### src/cke_pkg.sv
// shared types and constants for the calculator keypad entry editor
`default_nettype none

package cke_pkg;

    localparam int STORE_DIGITS   = 10;
    localparam int MANT_W         = 4 * STORE_DIGITS;
    localparam int MAX_DIGITS_DEF = 10;

    localparam logic [3:0] EXP_DIGIT_LIMIT = 4'd8;
    localparam logic [3:0] EE_TRIM_COUNT   = 4'd9;
    localparam logic [3:0] STORE_COUNT     = 4'd10;
    localparam logic [6:0] EXP_MAX         = 7'd99;

    // key opcodes
    localparam logic [3:0] OP_DIGIT    = 4'd0;
    localparam logic [3:0] OP_DOT      = 4'd1;
    localparam logic [3:0] OP_CHS      = 4'd2;
    localparam logic [3:0] OP_EE       = 4'd3;
    localparam logic [3:0] OP_UNDO_EE  = 4'd4;
    localparam logic [3:0] OP_CLEAR    = 4'd5;
    localparam logic [3:0] OP_CLR_ENTRY = 4'd6;
    localparam logic [3:0] OP_BLINK    = 4'd7;
    localparam logic [3:0] OP_LOAD     = 4'd8;

    // entry modes
    localparam logic [1:0] MODE_REG  = 2'd0;
    localparam logic [1:0] MODE_MANT = 2'd1;
    localparam logic [1:0] MODE_EXP  = 2'd2;

    typedef struct packed {
        logic [3:0]        opcode;
        logic [3:0]        key_digit;
        logic              load_negative;
        logic [MANT_W-1:0] load_mantissa;
        logic [3:0]        load_digit_count;
        logic              load_has_dot;
        logic [3:0]        load_dot_after;
        logic              load_has_exp;
        logic              load_exp_negative;
        logic [6:0]        load_exponent;
    } t_key;

    typedef struct packed {
        logic              neg;
        logic [MANT_W-1:0] mant;
        logic [3:0]        count;
        logic              has_dot;
        logic [3:0]        dot_after;
        logic              has_exp;
        logic              exp_neg;
        logic [6:0]        exp_val;
        logic [1:0]        mode;
        logic              sci;
        logic              blink;
    } t_disp;

endpackage

`default_nettype wire

### src/cke_next.sv
// next display state for one key
`default_nettype none

module cke_next #(
    parameter int MAX_DIGITS = cke_pkg::MAX_DIGITS_DEF
) (
    input  cke_pkg::t_key  i_key,
    input  cke_pkg::t_disp i_cur,
    output cke_pkg::t_disp o_nxt
);

    localparam int LIMIT_INT = (MAX_DIGITS < cke_pkg::STORE_DIGITS) ?
                               MAX_DIGITS : cke_pkg::STORE_DIGITS;
    localparam logic [3:0] MANT_LIMIT = 4'(LIMIT_INT);

    function automatic logic [cke_pkg::MANT_W-1:0] digit_mask(input logic [3:0] n);
        logic [cke_pkg::MANT_W-1:0] m;
        m = '0;
        for (int i = 0; i < cke_pkg::STORE_DIGITS; i++) begin
            if (4'(i) < n) m[4*i +: 4] = 4'hF;
        end
        return m;
    endfunction

    logic [3:0]                 top_nib;
    logic                       lead_zd;
    logic [3:0]                 cnt_m1;
    logic [3:0]                 limit;
    logic [cke_pkg::MANT_W-1:0] drop_mant;
    logic [cke_pkg::MANT_W-1:0] dig_ext;
    logic [14:0]                exp_prod;
    logic [3:0]                 exp_q;
    logic [6:0]                 exp_rem;
    logic [6:0]                 exp_shift;
    logic [3:0]                 ld_cnt;
    logic [3:0]                 ld_pos;
    logic [6:0]                 ld_exp;

    // leading digit of the mantissa
    always_comb begin
        top_nib = '0;
        for (int i = 0; i < cke_pkg::STORE_DIGITS; i++) begin
            if (i_cur.count == 4'(i + 1)) top_nib = i_cur.mant[4*i +: 4];
        end
    end

    assign lead_zd   = (top_nib == 4'd0) && i_cur.has_dot && (i_cur.dot_after == 4'd1);
    assign cnt_m1    = i_cur.count - 4'd1;
    assign drop_mant = i_cur.mant & digit_mask(cnt_m1);
    assign limit     = i_cur.has_exp ? cke_pkg::EXP_DIGIT_LIMIT : MANT_LIMIT;
    assign dig_ext   = cke_pkg::MANT_W'(i_key.key_digit);

    // exponent mod 10 via reciprocal multiply, exact below 128
    assign exp_prod  = 15'(i_cur.exp_val) * 15'd205;
    assign exp_q     = exp_prod[14:11];
    assign exp_rem   = i_cur.exp_val - ({3'b0, exp_q} * 7'd10);
    assign exp_shift = 7'({3'b0, exp_rem[3:0]} * 7'd10) + {3'b0, i_key.key_digit};

    // load saturation
    always_comb begin
        if (i_key.load_digit_count == 4'd0) begin
            ld_cnt = 4'd1;
        end else if (i_key.load_digit_count > cke_pkg::STORE_COUNT) begin
            ld_cnt = cke_pkg::STORE_COUNT;
        end else begin
            ld_cnt = i_key.load_digit_count;
        end
        ld_pos = (i_key.load_dot_after > ld_cnt) ? ld_cnt : i_key.load_dot_after;
        ld_exp = (i_key.load_exponent > cke_pkg::EXP_MAX) ? cke_pkg::EXP_MAX :
                 i_key.load_exponent;
    end

    always_comb begin
        o_nxt = i_cur;
        case (i_key.opcode)
            cke_pkg::OP_DIGIT: begin
                if (i_key.key_digit <= 4'd9) begin
                    if (i_cur.mode == cke_pkg::MODE_REG) begin
                        o_nxt.neg       = 1'b0;
                        o_nxt.mant      = dig_ext;
                        o_nxt.count     = 4'd1;
                        o_nxt.has_dot   = 1'b0;
                        o_nxt.dot_after = 4'd0;
                        o_nxt.has_exp   = 1'b0;
                        o_nxt.exp_neg   = 1'b0;
                        o_nxt.exp_val   = 7'd0;
                        o_nxt.mode      = cke_pkg::MODE_MANT;
                    end else if (i_cur.mode == cke_pkg::MODE_EXP) begin
                        o_nxt.exp_val = exp_shift;
                    end else if (i_cur.count == 4'd1 && !i_cur.has_dot &&
                                 i_cur.mant[3:0] == 4'd0) begin
                        // lone zero is replaced
                        o_nxt.mant = dig_ext;
                    end else if (i_cur.count >= limit) begin
                        // full: only "0." can make room
                        if (lead_zd) begin
                            o_nxt.dot_after = 4'd0;
                            o_nxt.mant      = (drop_mant << 4) | dig_ext;
                        end
                    end else begin
                        o_nxt.mant  = (i_cur.mant << 4) | dig_ext;
                        o_nxt.count = i_cur.count + 4'd1;
                    end
                end
            end
            cke_pkg::OP_DOT: begin
                if (i_cur.mode == cke_pkg::MODE_REG) begin
                    o_nxt.neg       = 1'b0;
                    o_nxt.mant      = '0;
                    o_nxt.count     = 4'd1;
                    o_nxt.has_dot   = 1'b1;
                    o_nxt.dot_after = 4'd1;
                    o_nxt.has_exp   = 1'b0;
                    o_nxt.exp_neg   = 1'b0;
                    o_nxt.exp_val   = 7'd0;
                    o_nxt.mode      = cke_pkg::MODE_MANT;
                end else begin
                    o_nxt.mode = cke_pkg::MODE_MANT;
                    if (!i_cur.has_dot) begin
                        o_nxt.has_dot   = 1'b1;
                        o_nxt.dot_after = i_cur.count;
                    end
                end
            end
            cke_pkg::OP_CHS: begin
                if (i_cur.mode == cke_pkg::MODE_EXP) begin
                    o_nxt.exp_neg = ~i_cur.exp_neg;
                end else begin
                    o_nxt.neg = ~i_cur.neg;
                end
            end
            cke_pkg::OP_EE: begin
                o_nxt.sci = 1'b1;
                if (i_cur.mode != cke_pkg::MODE_EXP) begin
                    if (i_cur.has_exp) begin
                        o_nxt.mode = cke_pkg::MODE_EXP;
                    end else if (i_cur.count == cke_pkg::EE_TRIM_COUNT && lead_zd) begin
                        // "0." with nine digits gives up its zero for the exponent
                        o_nxt.count     = cnt_m1;
                        o_nxt.dot_after = 4'd0;
                        o_nxt.mant      = drop_mant;
                        o_nxt.has_exp   = 1'b1;
                        o_nxt.exp_neg   = 1'b0;
                        o_nxt.exp_val   = 7'd0;
                        o_nxt.mode      = cke_pkg::MODE_EXP;
                    end else if (i_cur.count <= cke_pkg::EXP_DIGIT_LIMIT) begin
                        o_nxt.has_exp = 1'b1;
                        o_nxt.exp_neg = 1'b0;
                        o_nxt.exp_val = 7'd0;
                        o_nxt.mode    = cke_pkg::MODE_EXP;
                    end else begin
                        o_nxt.mode = cke_pkg::MODE_MANT;
                    end
                end
            end
            cke_pkg::OP_UNDO_EE: begin
                o_nxt.sci = 1'b0;
                if (i_cur.mode != cke_pkg::MODE_REG) begin
                    o_nxt.mode = cke_pkg::MODE_MANT;
                    if (i_cur.has_exp && !i_cur.exp_neg && i_cur.exp_val == 7'd0) begin
                        o_nxt.has_exp = 1'b0;
                    end
                end
            end
            cke_pkg::OP_CLEAR, cke_pkg::OP_CLR_ENTRY: begin
                o_nxt.blink = 1'b0;
                if (i_key.opcode == cke_pkg::OP_CLEAR) o_nxt.sci = 1'b0;
                if (i_key.opcode == cke_pkg::OP_CLEAR || i_cur.mode != cke_pkg::MODE_REG) begin
                    o_nxt.neg       = 1'b0;
                    o_nxt.mant      = '0;
                    o_nxt.count     = 4'd1;
                    o_nxt.has_dot   = 1'b0;
                    o_nxt.dot_after = 4'd0;
                    o_nxt.has_exp   = 1'b0;
                    o_nxt.exp_neg   = 1'b0;
                    o_nxt.exp_val   = 7'd0;
                    o_nxt.mode      = cke_pkg::MODE_MANT;
                end
            end
            cke_pkg::OP_BLINK: begin
                o_nxt.blink = 1'b1;
            end
            cke_pkg::OP_LOAD: begin
                o_nxt.neg       = i_key.load_negative;
                o_nxt.count     = ld_cnt;
                o_nxt.mant      = i_key.load_mantissa & digit_mask(ld_cnt);
                o_nxt.has_dot   = i_key.load_has_dot;
                o_nxt.dot_after = i_key.load_has_dot ? ld_pos : 4'd0;
                o_nxt.has_exp   = i_key.load_has_exp;
                o_nxt.exp_neg   = i_key.load_has_exp & i_key.load_exp_negative;
                o_nxt.exp_val   = i_key.load_has_exp ? ld_exp : 7'd0;
                o_nxt.mode      = cke_pkg::MODE_REG;
            end
            default: begin
                o_nxt = i_cur;
            end
        endcase
    end

endmodule

`default_nettype wire

### src/calculator_keypad_entry_editor_top.sv
// top level of the calculator keypad entry editor: key stream in, display stream out
//
// channel   dir  tdata                                   tuser
// s (key)   in   key fields, 64 bits                     opcode
// m (disp)  out  display fields, 64 bits                 none
//
// one key per cycle while the output is not stalled; a key waits in the input register, and the
// display update lands in the state register, which is also the output register
// reset clears the display to a lone editable zero, with no transfer pending
// a stalled output holds the state, and the input register keeps taking one
// key while the output waits
`default_nettype none

module calculator_keypad_entry_editor_top #(
    parameter int MAX_DIGITS = cke_pkg::MAX_DIGITS_DEF
) (
    input  wire logic        i_clk,
    input  wire logic        i_rst_n,
    input  wire logic        i_s_tvalid,
    output logic             o_s_tready,
    // key_digit[3:0], load_negative[4], load_mantissa[44:5],
    // load_digit_count[48:45], load_has_dot[49], load_dot_after[53:50],
    // load_has_exp[54], load_exp_negative[55], load_exponent[62:56], zero[63]
    input  wire logic [63:0] i_s_tdata,
    // opcode[3:0]
    input  wire logic [3:0]  i_s_tuser,
    output logic             o_m_tvalid,
    input  wire logic        i_m_tready,
    // shown_negative[0], shown_mantissa[40:1], shown_digit_count[44:41],
    // shown_has_dot[45], shown_dot_after[49:46], shown_has_exp[50],
    // shown_exp_negative[51], shown_exponent[58:52], shown_mode[60:59],
    // shown_sci[61], shown_blinking[62], zero[63]
    output logic [63:0]      o_m_tdata
);

    logic           r_in_valid;
    cke_pkg::t_key  r_key;
    logic           r_out_valid;
    cke_pkg::t_disp r_state;
    cke_pkg::t_disp n_state;
    logic           out_free;
    logic           proc;
    logic           s_xfer;

    assign out_free   = !r_out_valid || i_m_tready;
    assign proc       = r_in_valid && out_free;
    assign o_s_tready = !r_in_valid || out_free;
    assign s_xfer     = i_s_tvalid && o_s_tready;

    cke_next #(
        .MAX_DIGITS(MAX_DIGITS)
    ) u_next (
        .i_key(r_key),
        .i_cur(r_state),
        .o_nxt(n_state)
    );

    always_ff @(posedge i_clk) begin
        if (!i_rst_n) begin
            r_in_valid <= 1'b0;
        end else if (o_s_tready) begin
            r_in_valid <= i_s_tvalid;
        end
    end

    always_ff @(posedge i_clk) begin
        if (s_xfer) begin
            r_key.opcode            <= i_s_tuser;
            r_key.key_digit         <= i_s_tdata[3:0];
            r_key.load_negative     <= i_s_tdata[4];
            r_key.load_mantissa     <= i_s_tdata[44:5];
            r_key.load_digit_count  <= i_s_tdata[48:45];
            r_key.load_has_dot      <= i_s_tdata[49];
            r_key.load_dot_after    <= i_s_tdata[53:50];
            r_key.load_has_exp      <= i_s_tdata[54];
            r_key.load_exp_negative <= i_s_tdata[55];
            r_key.load_exponent     <= i_s_tdata[62:56];
        end
    end

    always_ff @(posedge i_clk) begin
        if (!i_rst_n) begin
            r_out_valid       <= 1'b0;
            r_state.neg       <= 1'b0;
            r_state.mant      <= '0;
            r_state.count     <= 4'd1;
            r_state.has_dot   <= 1'b0;
            r_state.dot_after <= 4'd0;
            r_state.has_exp   <= 1'b0;
            r_state.exp_neg   <= 1'b0;
            r_state.exp_val   <= 7'd0;
            r_state.mode      <= cke_pkg::MODE_MANT;
            r_state.sci       <= 1'b0;
            r_state.blink     <= 1'b0;
        end else begin
            if (out_free) r_out_valid <= r_in_valid;
            if (proc) r_state <= n_state;
        end
    end

    assign o_m_tvalid = r_out_valid;
    assign o_m_tdata  = {1'b0, r_state.blink, r_state.sci, r_state.mode, r_state.exp_val,
                         r_state.exp_neg, r_state.has_exp, r_state.dot_after,
                         r_state.has_dot, r_state.count, r_state.mant, r_state.neg};

`ifndef SYNTHESIS
    a_count_range: assert property (@(posedge i_clk) disable iff (!i_rst_n)
        r_state.count != 4'd0 && r_state.count <= cke_pkg::STORE_COUNT)
        else $error("digit count out of range");

    a_dot_in_range: assert property (@(posedge i_clk) disable iff (!i_rst_n)
        r_state.dot_after <= r_state.count)
        else $error("dot position beyond digit count");

    a_exp_cleared: assert property (@(posedge i_clk) disable iff (!i_rst_n)
        !r_state.has_exp |-> (!r_state.exp_neg && r_state.exp_val == 7'd0))
        else $error("exponent fields set without exponent");

    a_exp_limit: assert property (@(posedge i_clk) disable iff (!i_rst_n)
        r_state.exp_val <= cke_pkg::EXP_MAX && r_state.mode <= cke_pkg::MODE_EXP)
        else $error("exponent or mode out of range");

    a_state_holds: assert property (@(posedge i_clk) disable iff (!i_rst_n)
        !proc |=> $stable(r_state))
        else $error("display changed without a key");
`endif

endmodule

`default_nettype wire
### config.mk
export PLATFORM = sky130hd
export DESIGN_NAME = calculator_keypad_entry_editor_top
export DESIGN_NICKNAME = d
export VERILOG_FILES = /design/src/cke_pkg.sv /design/src/cke_next.sv /design/src/calculator_keypad_entry_editor_top.sv
export SDC_FILE = /design/constraint.sdc
export NUM_CORES = 1
export LEC_CHECK = 0
export ABC_AREA = 1
export BUFFER_PORTS_ARGS = -buffer_cell sky130_fd_sc_hd__buf_2
export CAP_MARGIN = 20
export CELL_PAD_IN_SITES_DETAIL_PLACEMENT = 1
export CELL_PAD_IN_SITES_GLOBAL_PLACEMENT = 1
export CORE_AREA = 2 2 138 140
export DETAILED_ROUTE_END_ITERATION = 8
export DIE_AREA = 0 0 140 142
export PLACE_DENSITY_LB_ADDON = 0.1
export SLEW_MARGIN = 40
export SYNTH_ARGS = -nofsm -noshare
export SYNTH_HDL_FRONTEND = slang
export SYNTH_SLANG_ARGS = --single-unit
### constraint.sdc
create_clock -name i_clk -period 13.7 [get_ports i_clk]
set_input_delay 2.74 -clock i_clk [delete_from_list [all_inputs] [get_ports i_clk]]
set_output_delay 2.74 -clock i_clk [all_outputs]
set_load 0.1 [all_outputs]
; ---- Yosys cells after proc, flatten, opt, wreduce, memory -nomap -nowiden
; Cells that the tools add are included.
[totals]
output_inout_bits = 66
regBits = 132
word_cells = 243
inputBits = 72
[op_classes]
n_eq_ne = 42
mux = 96
bitwise_logic = 7
add_sub_neg = 4
n_reduce_logical = 42
multipliers = 3
order_cmp = 26
[ops]
columns = cell, count
row1 = 44-bit two-way mux, 5
row2 = 44-bit case mux with 5 select lines, 1
row3 = 4-bit two-way mux, 53
row4 = 61-bit two-way mux, 2
row5 = 40-bit two-way mux, 3
row6 = 40-bit bitwise AND, 2
row7 = 40-bit by 4-bit OR with 40-bit output, 2
row8 = 45-bit two-way mux, 1
row9 = 7-bit case mux with 5 select lines, 1
row10 = 4-bit by 3-bit equality test with 1-bit output (second input constant), 8
row11 = 3-bit by 4-bit < comparator with 1-bit output (first input constant), 8
row12 = 7-bit two-way mux, 4
row13 = 2-bit by 1-bit != test with 1-bit output (second input constant), 10
row14 = 4-bit case mux with 5 select lines, 1
row15 = 10-bit AND reduction, 2
row16 = 9-bit two-way mux, 2
row17 = 9-bit AND reduction, 2
row18 = 4-bit by 2-bit equality test with 1-bit output (second input constant), 4
row19 = 4-bit equality test (second input constant), 4
row20 = 4-bit logical NOT, 4
row21 = 1-bit by 4-bit < comparator with 1-bit output (first input constant), 4
row22 = 2-bit by 4-bit < comparator with 1-bit output (first input constant), 4
row23 = 4-bit < comparator (first input constant), 4
row24 = 7-bit by 8-bit multiplier with 15-bit output (second input constant), 1
row25 = 48 further kinds, 88

; ---- Logic depth before layout (Yosys ltp)
; Gate-level depths: netlist of run 1.
[depth]
ltp_word = 21
mapped_depth = 36
depth_no_buf = 36

; ---- Modules after synthesis
; From an unflattened synthesis of run 1, not the netlist that was laid out.
[unflattened]
hier_cells = 1483
hier_area_um2 = 10136.0
[modules_own_cells]
columns = module, instances, cells_per_inst, area_each_um2, seq_area_each_um2
row1 = cke_next, 1, 994, 5228.8, 0.0
row2 = calculator_keypad_entry_editor_top, 1, 489, 4907.2, 3313.2

; ---- Worst setup path after synthesis of run 1
; No wires, ideal clock.
[synth_timing]
path_type = flip-flop to flip-flop
start = register r_state (netlist bit o_m_tdata[54])
end = register r_state (netlist bit o_m_tdata[58])
t_arrival_ns = 6.506
setup_slack_ns = 7.082
setup_ns = 0.112
period_less_slack_ns = 6.618
stages_incl_launch_ff = 35
path_cell_list = dfxtp_1 -> inv_1 -> ha_1 -> ha_1 -> fa_1 -> inv_1 -> fa_1 -> inv_1 -> ha_1 -> nand2_1 -> a21oi_1 -> o21ai_0 -> nand3_1 -> nand2_1 -> inv_1 -> ha_1 -> fa_1 -> xor2_1 -> xnor2_1 -> or2_2 -> nand3b_1 -> nand2_1 -> ha_1 -> ha_1 -> fa_1 -> inv_1 -> nor2_1 -> xor2_1 -> inv_1 -> nand2_1 -> nand2_1 -> nand2_1 -> nand2_1 -> nor2_1 -> nor2_1
[synth_between]
elab_chain_cells = 9
[synth_lines]
columns = item, line_no
row1 = "start, declared", calculator_keypad_entry_editor_top.sv:39  ; cke_pkg::t_disp r_state;
row2 = "start signal, assigned", calculator_keypad_entry_editor_top.sv:97  ; if (proc) r_state <= n_state;
row3 = 7-bit by 8-bit multiplier with 15-bit output, cke_next.sv:54  ; assign exp_prod = 15'(i_cur.exp_val) * 15'd205;
row4 = 4-bit by 3-bit multiplier with 3-bit output, cke_next.sv:56  ; assign exp_rem = i_cur.exp_val - ({3'b0, exp_q} * 7'd10);
row5 = 4-bit subtractor *, cke_next.sv:56
row6 = 4-bit by 3-bit multiplier with 6-bit output *, cke_next.sv:57  ; assign exp_shift = 7'({3'b0, exp_rem[3:0]} * 7'd10) + {3'b0, i_key.key_digit};
row7 = 7-bit by 4-bit adder with 7-bit output *, cke_next.sv:57
row8 = 7-bit two-way mux *, cke_next.sv:88  ; end else if (i_cur.mode == cke_pkg::MODE_EXP) begin
row9 = 7-bit two-way mux *, cke_next.sv:78  ; if (i_cur.mode == cke_pkg::MODE_REG) begin
row10 = 61-bit two-way mux *, cke_next.sv:77  ; if (i_key.key_digit <= 4'd9) begin
row11 = 7-bit case mux with 5 select lines *, cke_next.sv:75  ; case (i_key.opcode)
; Every way passes the cells marked *; elsewhere a longest branch is shown, timed or not. The select of a mux whose other input is x is not followed.
; A chain may end at the register's enable or synchronous reset.

; ---- Worst setup path after layout of run 1
[layout_timing]
start = register r_state (netlist bit o_m_tdata[56])
end = register r_state (netlist bit o_m_tdata[58])
[layout_between]
elab_chain_cells = 9
[layout_lines]
columns = item, line_no
row1 = 7-bit by 8-bit multiplier with 15-bit output, cke_next.sv:54
row2 = 4-bit by 3-bit multiplier with 3-bit output, cke_next.sv:56
row3 = 4-bit subtractor, cke_next.sv:56
row4 = 4-bit by 3-bit multiplier with 6-bit output, cke_next.sv:57
row5 = 7-bit by 4-bit adder with 7-bit output, cke_next.sv:57
row6 = 7-bit two-way mux, cke_next.sv:88
row7 = 7-bit two-way mux, cke_next.sv:78
row8 = 61-bit two-way mux, cke_next.sv:77
row9 = 7-bit case mux with 5 select lines, cke_next.sv:75
; Every way passes these cells. The select of a mux whose other input is x is not followed.

==> impl_metrics.json, run 1 <==
{
  "status": "complete, but fails checks",
  "violations": "DRC",
  "synth_nets": 1152,
  "io_pins": 138,
  "rr_startpoint": "o_m_tdata[56]",
  "antennaDiodeCount": 0,
  "tightest_slew_ns": 0.835,
  "worstHoldPathCells": 2,
  "p_per_area_mw_per_mm2": 124,
  "skew_ns": 0.0173,
  "instances_no_fill": 1385,
  "area_growth_pct": 16.7,
  "wirelength_mm": 26.1,
  "layout-drive-gt1-share_pct": 21.5,
  "gp_congestion": 0.886,
  "final_common_cell": "nand2_1",
  "drcViolationCount": 9,
  "via_count": 7750,
  "crit_path_start_kind": "register",
  "reg2reg_depth": 35,
  "htreeDepth": 4,
  "yosysWarnings": 0,
  "dpl.cell_count": 1353,
  "clockBufferDepth": 2,
  "swShare_pct": 33.6,
  "async_flop_share_pct": 0,
  "die_area_sq_mm": 0.0199,
  "fillers": 2267,
  "period_minus_slack_ns": 6.61,
  "yosysSeqAreaShare_pct": 39.7,
  "core-area_sq_mm": 0.0185,
  "cp_slowest_cell": "fa_1",
  "numClockSinks": 132,
  "fin_ws_ns": 7.09,
  "pre_cts_ws_ns": 7.07,
  "fin_area_sq_mm": 0.00973,
  "pwr-share-clk_pct": 39.2,
  "whs_ns": 0.478,
  "dp_hpwl_mm": 19.2,
  "place_area_sq_mm": 0.00910,
  "synth_flop_cell": "edfxtp_1",
  "hold_path.class": "reg2reg",
  "r2r_setup_slack_ns": 7.09,
  "criticalPathCategory": "reg2reg",
  "cts_setup_buffers": 0,
  "portBuffers": 135,
  "syn_inst": 1019,
  "wire_per_inst_microns": 18.8,
  "die_height_microns": 142,
  "hp-start": "o_m_tdata[0]",
  "p_comb_share_pct": 22.8,
  "dr.pass1.iters": 9,
  "root_buffer": "clkbuf_16",
  "pwr-share-seq_pct": 38.0,
  "crit_fanout": 6,
  "drv_cap": 0,
  "rsz0062_at_grt": "no",
  "num_rows": 50,
  "start_util_pct": 45.2,
  "cpMostUsedCell": "nand2_1",
  "p_switching_uw": 407,
  "die_w_microns": 140,
  "gr-usage-all-layers_pct": 26.7,
  "end_kind": "register",
  "syn_area_sq_mm": 0.00834,
  "cts_made_buffers": 17,
  "holdPathEnd": "o_m_tdata[0]",
  "grt_pass1_wl_mm": 41.7,
  "post-route-period-util_pct": 48.3,
  "leakage_uw": 0.00435,
  "layout_common_cells": "nand2_1 (183), buf_2 (135), inv_1 (132)",
  "cts_tree": "yes",
  "clk_latency_ns": 0.43,
  "fin_nets": 1271,
  "grt_start_max_net_pins": 68,
  "syn_avg_cell_area_sq_um": 8.18,
  "maxSlewViolCount": 0,
  "synth-seq-cells": 132,
  "drt_iter0_markers": 499,
  "gr-total-overflow": 0,
  "via_per_inst": 5.60,
  "antenna_left": 0,
  "cp_data_required_time_ns": 14.02,
  "setup_tns_ns": 0,
  "worstPathArrival_ns": 6.93,
  "hold_violations": 0,
  "grt_pass1_vias": 7712,
  "setup_violations": 0,
  "ctsResizeCount": 0,
  "clk_pin_slew_ns": 0.06,
  "cpPeakStageDelay_ns": 0.50,
  "peakVddDrop_uv": 90.0,
  "max_slew_margin_pct": 44.3,
  "worstReg2RegEnd": "o_m_tdata[58]",
  "synth_edf_count": 67,
  "internal-power_uw": 804,
  "ys_types": 49,
  "grt_antenna_before_repair": 0,
  "max_clock_freq_mhz": 151,
  "cts_hold_buf": 0
}
## kinds of logic (layout without fill, tap and decap cells)
kind of cell	after synthesis	in the layout	synth area share, %
flip-flops	132	132	39.7
XOR/XNOR	9	9	0.945
other	1	1	0.0450
AND/OR/NAND/NOR	427	427	23.7
buffers and inverters	184	316	9.44
AO/OA/AOI/OAI	205	205	16.0
adder cells (fa/ha/maj)	61	61	10.1
## Yosys cell counts (all sizes together) (11+ instances only)
cell / count / area [sq um]
nand2: 191 / 762
inv: 145 / 544
nor2: 100 / 404
a21oi: 82 / 561
nand3: 68 / 398
edfxtp: 67 / 2010
dfxtp: 65 / 1300
o21ai: 61 / 305
ha: 50 / 626
nand4: 47 / 294
buf: 31 / 213
a31oi: 26 / 163
nor3: 15 / 80.1
fa: 11 / 220
## layer usage
| layer | up-vias | track usage [%] | share of wire, % |
|---|---|---|---|
| met2 | 176 | 44.1 | 48 |
| met5 | - | 0 | 0 |
| met4 | 0 | 6.38 | 1.3 |
| li1 | 3725 | - | - |
| met3 | 27 | 5.05 | 4.3 |
| met1 | 3822 | 36.5 | 47 |
## cell type report
type / instances / area [sq um] / share of cell area (%)
Multi-Input combinational cell: 703 / 4250 / 43.7
Sequential cell: 132 / 3310 / 34.1
Timing Repair Buffer: 139 / 709 / 7.29
Inverter: 145 / 544 / 5.59
Clock buffer: 23 / 500 / 5.14
Tap cell: 234 / 293 / 3.01
Clock inverter: 9 / 118 / 1.21
## flip-flops by register name, indices dropped and copies added, names as in the netlist
name / cells
r_in_valid: 1
r_key: 67
o_m_tvalid: 1
o_m_tdata: 63
## how the worst max path moves through the flow
stage	start	to	slack, ns
after CTS	o_m_tdata[56]	o_m_tdata[58]	7.02
after global routing	o_m_tdata[56]	o_m_tdata[58]	6.60
after global placement	o_m_tdata[56]	o_m_tdata[58]	7.33
final	o_m_tdata[56]	o_m_tdata[58]	7.09
after floorplan	o_m_tdata[54]	o_m_tdata[58]	7.08
after detailed placement	o_m_tdata[56]	o_m_tdata[58]	7.07
## power groups by stage
stage,logic [uW],clock network (uW),registers (uW)
2_1_floorplan,139,0,531
3_3_place_gp,266,0,468
3_5_place_dp,272,0,468
4_1_cts,276,481,460
5_1_grt,303,499,463
6_report,276,474,460
## metrics by stage
stage / utilization [%] / total power (uW)
floorplan: - / 670
global placement: 49.3 / 734
detailed placement: 49.3 / 741
CTS: 52.7 / 1220
global route: 52.7 / 1270
finish: 52.7 / 1210
## critical path: cells and delay by family (launching register included)
family / cells / cell delay [ns]
xor+xnor: 3 / 0.55
buf+inv: 6 / 0.41
flops: 1 / 0.46
compound gates: 1 / 0.12
fa+ha+maj: 10 / 3.48
simple gates: 15 / 1.46
(Power assumes the default switching activity.)
==> run 2: changes to the inputs <==
--- a/config.mk
+++ b/config.mk
@@ -10,9 +10,9 @@
 export CAP_MARGIN = 20
 export CELL_PAD_IN_SITES_DETAIL_PLACEMENT = 1
 export CELL_PAD_IN_SITES_GLOBAL_PLACEMENT = 1
-export CORE_AREA = 2 2 138 140
+export CORE_AREA = 2 2 143 145
 export DETAILED_ROUTE_END_ITERATION = 8
-export DIE_AREA = 0 0 140 142
+export DIE_AREA = 0 0 145 147
 export PLACE_DENSITY_LB_ADDON = 0.1
 export SLEW_MARGIN = 40
 export SYNTH_ARGS = -nofsm -noshare
==> constraint.sdc (replaced) <==
create_clock -name i_clk -period 6.4 [get_ports i_clk]
set_input_delay 1.28 -clock i_clk [delete_from_list [all_inputs] [get_ports i_clk]]
set_output_delay 1.28 -clock i_clk [all_outputs]
set_load 0.1 [all_outputs]
==> impl_metrics.json, run 2 (synthesis gave the netlist of run 1 again) <==
{
  "via_per_inst": 5.43,
  "fin_util_pct": 50.1,
  "criticalPathCategory": "reg2reg",
  "cp_data_required_time_ns": 6.72,
  "tightest_slew_ns": 0.719,
  "start_util_pct": 42.0,
  "portBuffers": 135,
  "clockBufferDepth": 2,
  "whs_ns": 0.472,
  "drv_cap": 0,
  "wire_per_inst_microns": 19.1,
  "grt_start_max_net_pins": 68,
  "die_area_sq_mm": 0.0213,
  "fin_area_sq_mm": 0.00995,
  "area_growth_pct": 19.3,
  "cp_top_family": "adder cells",
  "post-route-period-util_pct": 95.9,
  "via_count": 7787,
  "hold_violations": 0,
  "setup_tns_ns": 0,
  "cts_tree": "yes",
  "grt_pass1_wl_mm": 43.2,
  "skew_ns": 0.0160,
  "largest_reg_flops": 67,
  "critical_path_buf_inv_count": 5,
  "die_w_microns": 145,
  "root_buffer": "clkbuf_16",
  "dr.pass1.iters": 5,
  "gr-usage-all-layers_pct": 25.6,
  "peakVddDrop_uv": 179,
  "cts_made_buffers": 17,
  "cts_hold_buf": 0,
  "maxSlewViolCount": 0,
  "grt_antenna_before_repair": 0,
  "io_pins": 138,
  "max_clock_freq_mhz": 163,
  "dp_hpwl_mm": 19.8,
  "antennaDiodeCount": 0,
  "cp_slowest_cell": "fa_1",
  "period_minus_slack_ns": 6.13,
  "htreeDepth": 4,
  "p_per_area_mw_per_mm2": 261,
  "core-area_sq_mm": 0.0198,
  "place_area_sq_mm": 0.00919,
  "numClockSinks": 132,
  "layout-drive-gt1-share_pct": 24.7,
  "clk_pin_slew_ns": 0.06,
  "antenna_left": 0,
  "drcViolationCount": 0,
  "crit_path_start_kind": "register",
  "drt_iter0_markers": 445,
  "setup_violations": 0,
  "final_common_cell": "nand2_1",
  "cpPeakStageDelay_ns": 0.52,
  "max_slew_margin_pct": 52.0,
  "regMostFlops": "r_key",
  "hold_path.class": "reg2reg",
  "die_height_microns": 147,
  "num_rows": 52,
  "clk_latency_ns": 0.43,
  "end_kind": "register",
  "gr-total-overflow": 0,
  "grt_pass1_vias": 7840,
  "fin_nets": 1283,
  "leakage_uw": 0.00440,
  "wirelength_mm": 27.4,
  "status": "finished clean",
  "crit_fanout": 4,
  "gp_congestion": 0.890,
  "layout_common_cells": "nand2_1 (179), buf_2 (134), inv_1 (128)",
  "worstPathArrival_ns": 6.46
}
-- run 2: area by class of cell --
type                            count  area (sq um)
Clock buffer                       19           433
Clock inverter                     13           151
Fill cell                        2436          9890
Inverter                          145           544
Multi-Input combinational cell    703          4340
Sequential cell                   132          3330
Tap cell                          270           338
Timing Repair Buffer              151           815
-- run 2: timing repair --
action,CTS,global route
gates resized for setup,4,21
setup buffers,0,8
setup endpoints to repair,1,2
pin swaps,0,16
-- run 2: tightest hold or removal path, cell delays in order, from the launching register on --
cell	delay, ns
dfxtp_1	0.31
o31ai_1	0.06
a21oi_1	0.06
-- run 2: per-stage QoR --
| step | worst slack, ns | cells | power (uW) |
|---|---|---|---|
| 2_1_floorplan | 0.0516 | 1019 | 1430 |
| 3_3_place_gp | 0.145 | 1392 | 1580 |
| 3_5_place_dp | -0.0880 | 1392 | 1590 |
| 4_1_cts | 0.00877 | 1424 | 2580 |
| 5_1_grt | -0.0747 | 1433 | 2710 |
| 6_report | 0.265 | 1433 | 2600 |
-- run 2: final timing paths --
kind	slack, ns	to	depth (start not counted)	start
min reg2reg	0.47	o_m_tdata[61]	2	o_m_tdata[61]
min	0.47	o_m_tdata[61]	2	o_m_tdata[61]
max	0.27	o_m_tdata[58]	33	o_m_tdata[57]
max reg2reg	0.27	o_m_tdata[58]	33	o_m_tdata[57]
-- run 2: routing by layer --
metal | track usage [%] | vias to the layer above | part of all wire, %
li1 | - | 3743 | -
met4 | 6.73 | 0 | 1.7
met2 | 40.9 | 214 | 47
met1 | 35.0 | 3798 | 46
met5 | 0 | - | 0
met3 | 6.37 | 32 | 5.5
-- run 2: report_power, final --
part	switching, uW	total (uW)	internal [uW]	leakage (uW)
clock	410	989	579	0.000271
combinational	458	625	167	0.00295
sequential	44.2	983	939	0.00119
total	912	2600	1680	0.00440
==> run 3: changes to the inputs <==
--- a/config.mk
+++ b/config.mk
@@ -5,14 +5,13 @@
 export SDC_FILE = /design/constraint.sdc
 export NUM_CORES = 1
 export LEC_CHECK = 0
-export ABC_AREA = 1
 export BUFFER_PORTS_ARGS = -buffer_cell sky130_fd_sc_hd__buf_2
 export CAP_MARGIN = 20
 export CELL_PAD_IN_SITES_DETAIL_PLACEMENT = 1
 export CELL_PAD_IN_SITES_GLOBAL_PLACEMENT = 1
-export CORE_AREA = 2 2 143 145
+export CORE_AREA = 2 2 131 133
 export DETAILED_ROUTE_END_ITERATION = 8
-export DIE_AREA = 0 0 145 147
+export DIE_AREA = 0 0 133 135
 export PLACE_DENSITY_LB_ADDON = 0.1
 export SLEW_MARGIN = 40
 export SYNTH_ARGS = -nofsm -noshare
==> impl_metrics.json, run 3 <==
{
  "synthTopCellsByArea": "edfxtp_1 (29%), dfxtp_1 (18%), ha_1 (8.9%)",
  "period_minus_slack_ns": 6.44,
  "syn_area_sq_mm": 0.00704,
  "met2_usage_pct": 45.9,
  "dp_hpwl_mm": 15.9,
  "crit_path_start_kind": "register",
  "fin_ws_ns": -0.0434,
  "clk_pin_slew_ns": 0.06,
  "area_growth_pct": 24.4,
  "fillers": 1801,
  "fin_nets": 965,
  "synth_flop_cell": "edfxtp_1",
  "yosysWarnings": 0,
  "die_w_microns": 133,
  "htreeDepth": 4,
  "async_flop_share_pct": 0,
  "cts_tree": "yes",
  "ys_types": 69,
  "gp_congestion": 0.901,
  "start_util_pct": 42.9,
  "leakage_uw": 0.00371,
  "syn_avg_cell_area_sq_um": 10.2,
  "cts_hold_buf": 0,
  "rsz0062_at_grt": "yes",
  "antennaDiodeCount": 0,
  "skew_ns": 0.0131,
  "final_common_cell": "buf_2",
  "regArea_sq_mm": 0.00333,
  "syn_inst": 691,
  "cp_slowest_cell": "fa_1",
  "num_rows": 47,
  "layout-drive-gt1-share_pct": 27.3,
  "die_height_microns": 135,
  "hold_violations": 0,
  "worstHoldPathCells": 2,
  "largest_reg_flops": 67,
  "max_clock_freq_mhz": 155,
  "r2r_setup_slack_ns": -0.04,
  "busiest_layer": "met2",
  "violations": "setup timing",
  "core-area_sq_mm": 0.0164,
  "status": "complete, but fails checks",
  "root_buffer": "clkbuf_16",
  "drv_cap": 0,
  "setup_violations": 1,
  "crit_fanout": 3,
  "yosysTopAreaCell": "edfxtp_1",
  "synth_edf_count": 67,
  "pre_cts_ws_ns": -0.0772,
  "portBuffers": 135,
  "cts_made_buffers": 17,
  "peakVddDrop_uv": 204,
  "criticalPathCategory": "reg2reg",
  "synth_top_area_share_pct": 28.6,
  "tightest_slew_ns": 0.792,
  "yosysMostFrequentCell": "edfxtp_1",
  "grt_antenna_before_repair": 1,
  "drcViolationCount": 0,
  "multi_input_area_sq_mm": 0.00360,
  "wirelength_mm": 21.4,
  "via_per_inst": 5.64,
  "gr-total-overflow": 0,
  "max_slew_margin_pct": 46.8,
  "grt_pass1_vias": 6511,
  "grtUsageMet3_pct": 4.77,
  "layout_common_cells": "buf_2 (135), edfxtp_1 (67), nand2_1 (63)",
  "cpMostUsedCell": "xnor2_2",
  "clk_latency_ns": 0.43,
  "reg2reg_depth": 30,
  "cp_data_required_time_ns": 6.72,
  "via_count": 6005,
  "grt_start_max_net_pins": 50,
  "yosysSeqAreaShare_pct": 47.0,
  "synth_nets": 824,
  "die_area_sq_mm": 0.0180,
  "dr.pass1.iters": 5,
  "gr-usage-all-layers_pct": 24.9,
  "numClockSinks": 132,
  "regMostFlops": "r_key",
  "cpPeakStageDelay_ns": 0.51,
  "worstPathArrival_ns": 6.77,
  "antenna_left": 0,
  "ys_top_cells_by_count": "edfxtp_1 (67), dfxtp_1 (65), nand2_1 (63)",
  "grt_pass1_wl_mm": 34.5,
  "p_per_area_mw_per_mm2": 269,
  "grt_use_met1_pct": 28.8,
  "setup_tns_ns": -0.0434,
  "maxSlewViolCount": 0,
  "wire_per_inst_microns": 20.1,
  "io_pins": 138,
  "post-route-period-util_pct": 101,
  "synth-seq-cells": 132,
  "dpl.cell_count": 1025,
  "instances_no_fill": 1065,
  "clockBufferDepth": 2,
  "drt_iter0_markers": 268,
  "end_kind": "register",
  "hold_path.class": "reg2reg"
}
[run 3: changes by cell type after synthesis, moves of 13 or more]
cell / before / now
nand2_1: 183 / 63
nand4_1: 47 / 6
o21ai_0: 59 / 23
nor2_1: 96 / 62
inv_1: 133 / 37
o21ai_1: 2 / 17
a31oi_1: 26 / 3
a22oi_1: 1 / 39
nand3_1: 61 / 10
xnor2_1: 2 / 15
a21oi_2: 40 / 0
[run 3: kinds of logic after synthesis]
| family | count (synthesis) | synth area share (%) |
|---|---|---|
| and+or+nand+nor | 204 | 14.1 |
| AOI/OAI and AO/OA | 193 | 18.6 |
| DFF | 132 | 47.0 |
| buffers and inverters | 68 | 3.98 |
| adders and majority gates | 62 | 12.2 |
| xor gates and xnor gates | 19 | 2.36 |
| muxes | 12 | 1.74 |
| other | 1 | 0.0532 |
[run 3: through the flow]
step | utilization (%) | area [sq um] | hold slack, ns | power, uW
global route | 53.4 | 8760 | 0.503 | 2450
finish | 53.4 | 8760 | 0.485 | 2360
global placement | 49.1 | 8050 | 0.457 | 1320
detailed placement | 49.1 | 8050 | 0.475 | 1330
CTS | 53.2 | 8730 | 0.487 | 2370
floorplan | - | 7170 | 0.487 | 1220
[run 3: per-layer routing]
metal  up-vias  wire [microns]
li1       2826               -
met1      3006            8730
met2       137           11400
met3        34             796
met4         2             422
met5         -              17
[run 3: area by class of cell]
class	count	share of cell area, %
multi-input combinational	491	41.1
sequential	132	38.1
timing repair buffer	151	9.09
clock buffer	18	4.90
tap	220	3.14
clock inverter	14	2.00
inverter	39	1.76
[run 3: critical path, delay by kind of cell, from the launching register on]
| kind | cells | cell delay (ns) |
|---|---|---|
| DFF | 1 | 0.38 |
| and+or+nand+nor | 4 | 0.41 |
| adders and majority gates | 10 | 3.30 |
| AOI/OAI and AO/OA | 6 | 0.91 |
| xor gates and xnor gates | 6 | 1.04 |
| buffers and inverters | 4 | 0.31 |
[run 3: report_power, final]
part / switching [uW] / total, uW / leakage, uW / internal, uW
Combinational: 246 / 387 / 0.00223 / 142
Sequential: 31.0 / 955 / 0.00118 / 924
Clock: 396 / 1010 / 0.000295 / 618
Total: 673 / 2360 / 0.00371 / 1680
[run 3: path summary, 6_finish.rpt]
kind | endpoint | startpoint
min | o_m_tdata[26] | o_m_tdata[26]
max reg2reg | o_m_tdata[58] | o_m_tdata[56]
min reg2reg | o_m_tdata[26] | o_m_tdata[26]
max | o_m_tdata[58] | o_m_tdata[56]
[run 3: repair_timing]
item,in CTS,in global routing
pin swaps,14,9
buffers inserted,6,1
endpoints found under the setup margin,1,2
gates resized for setup,5,1
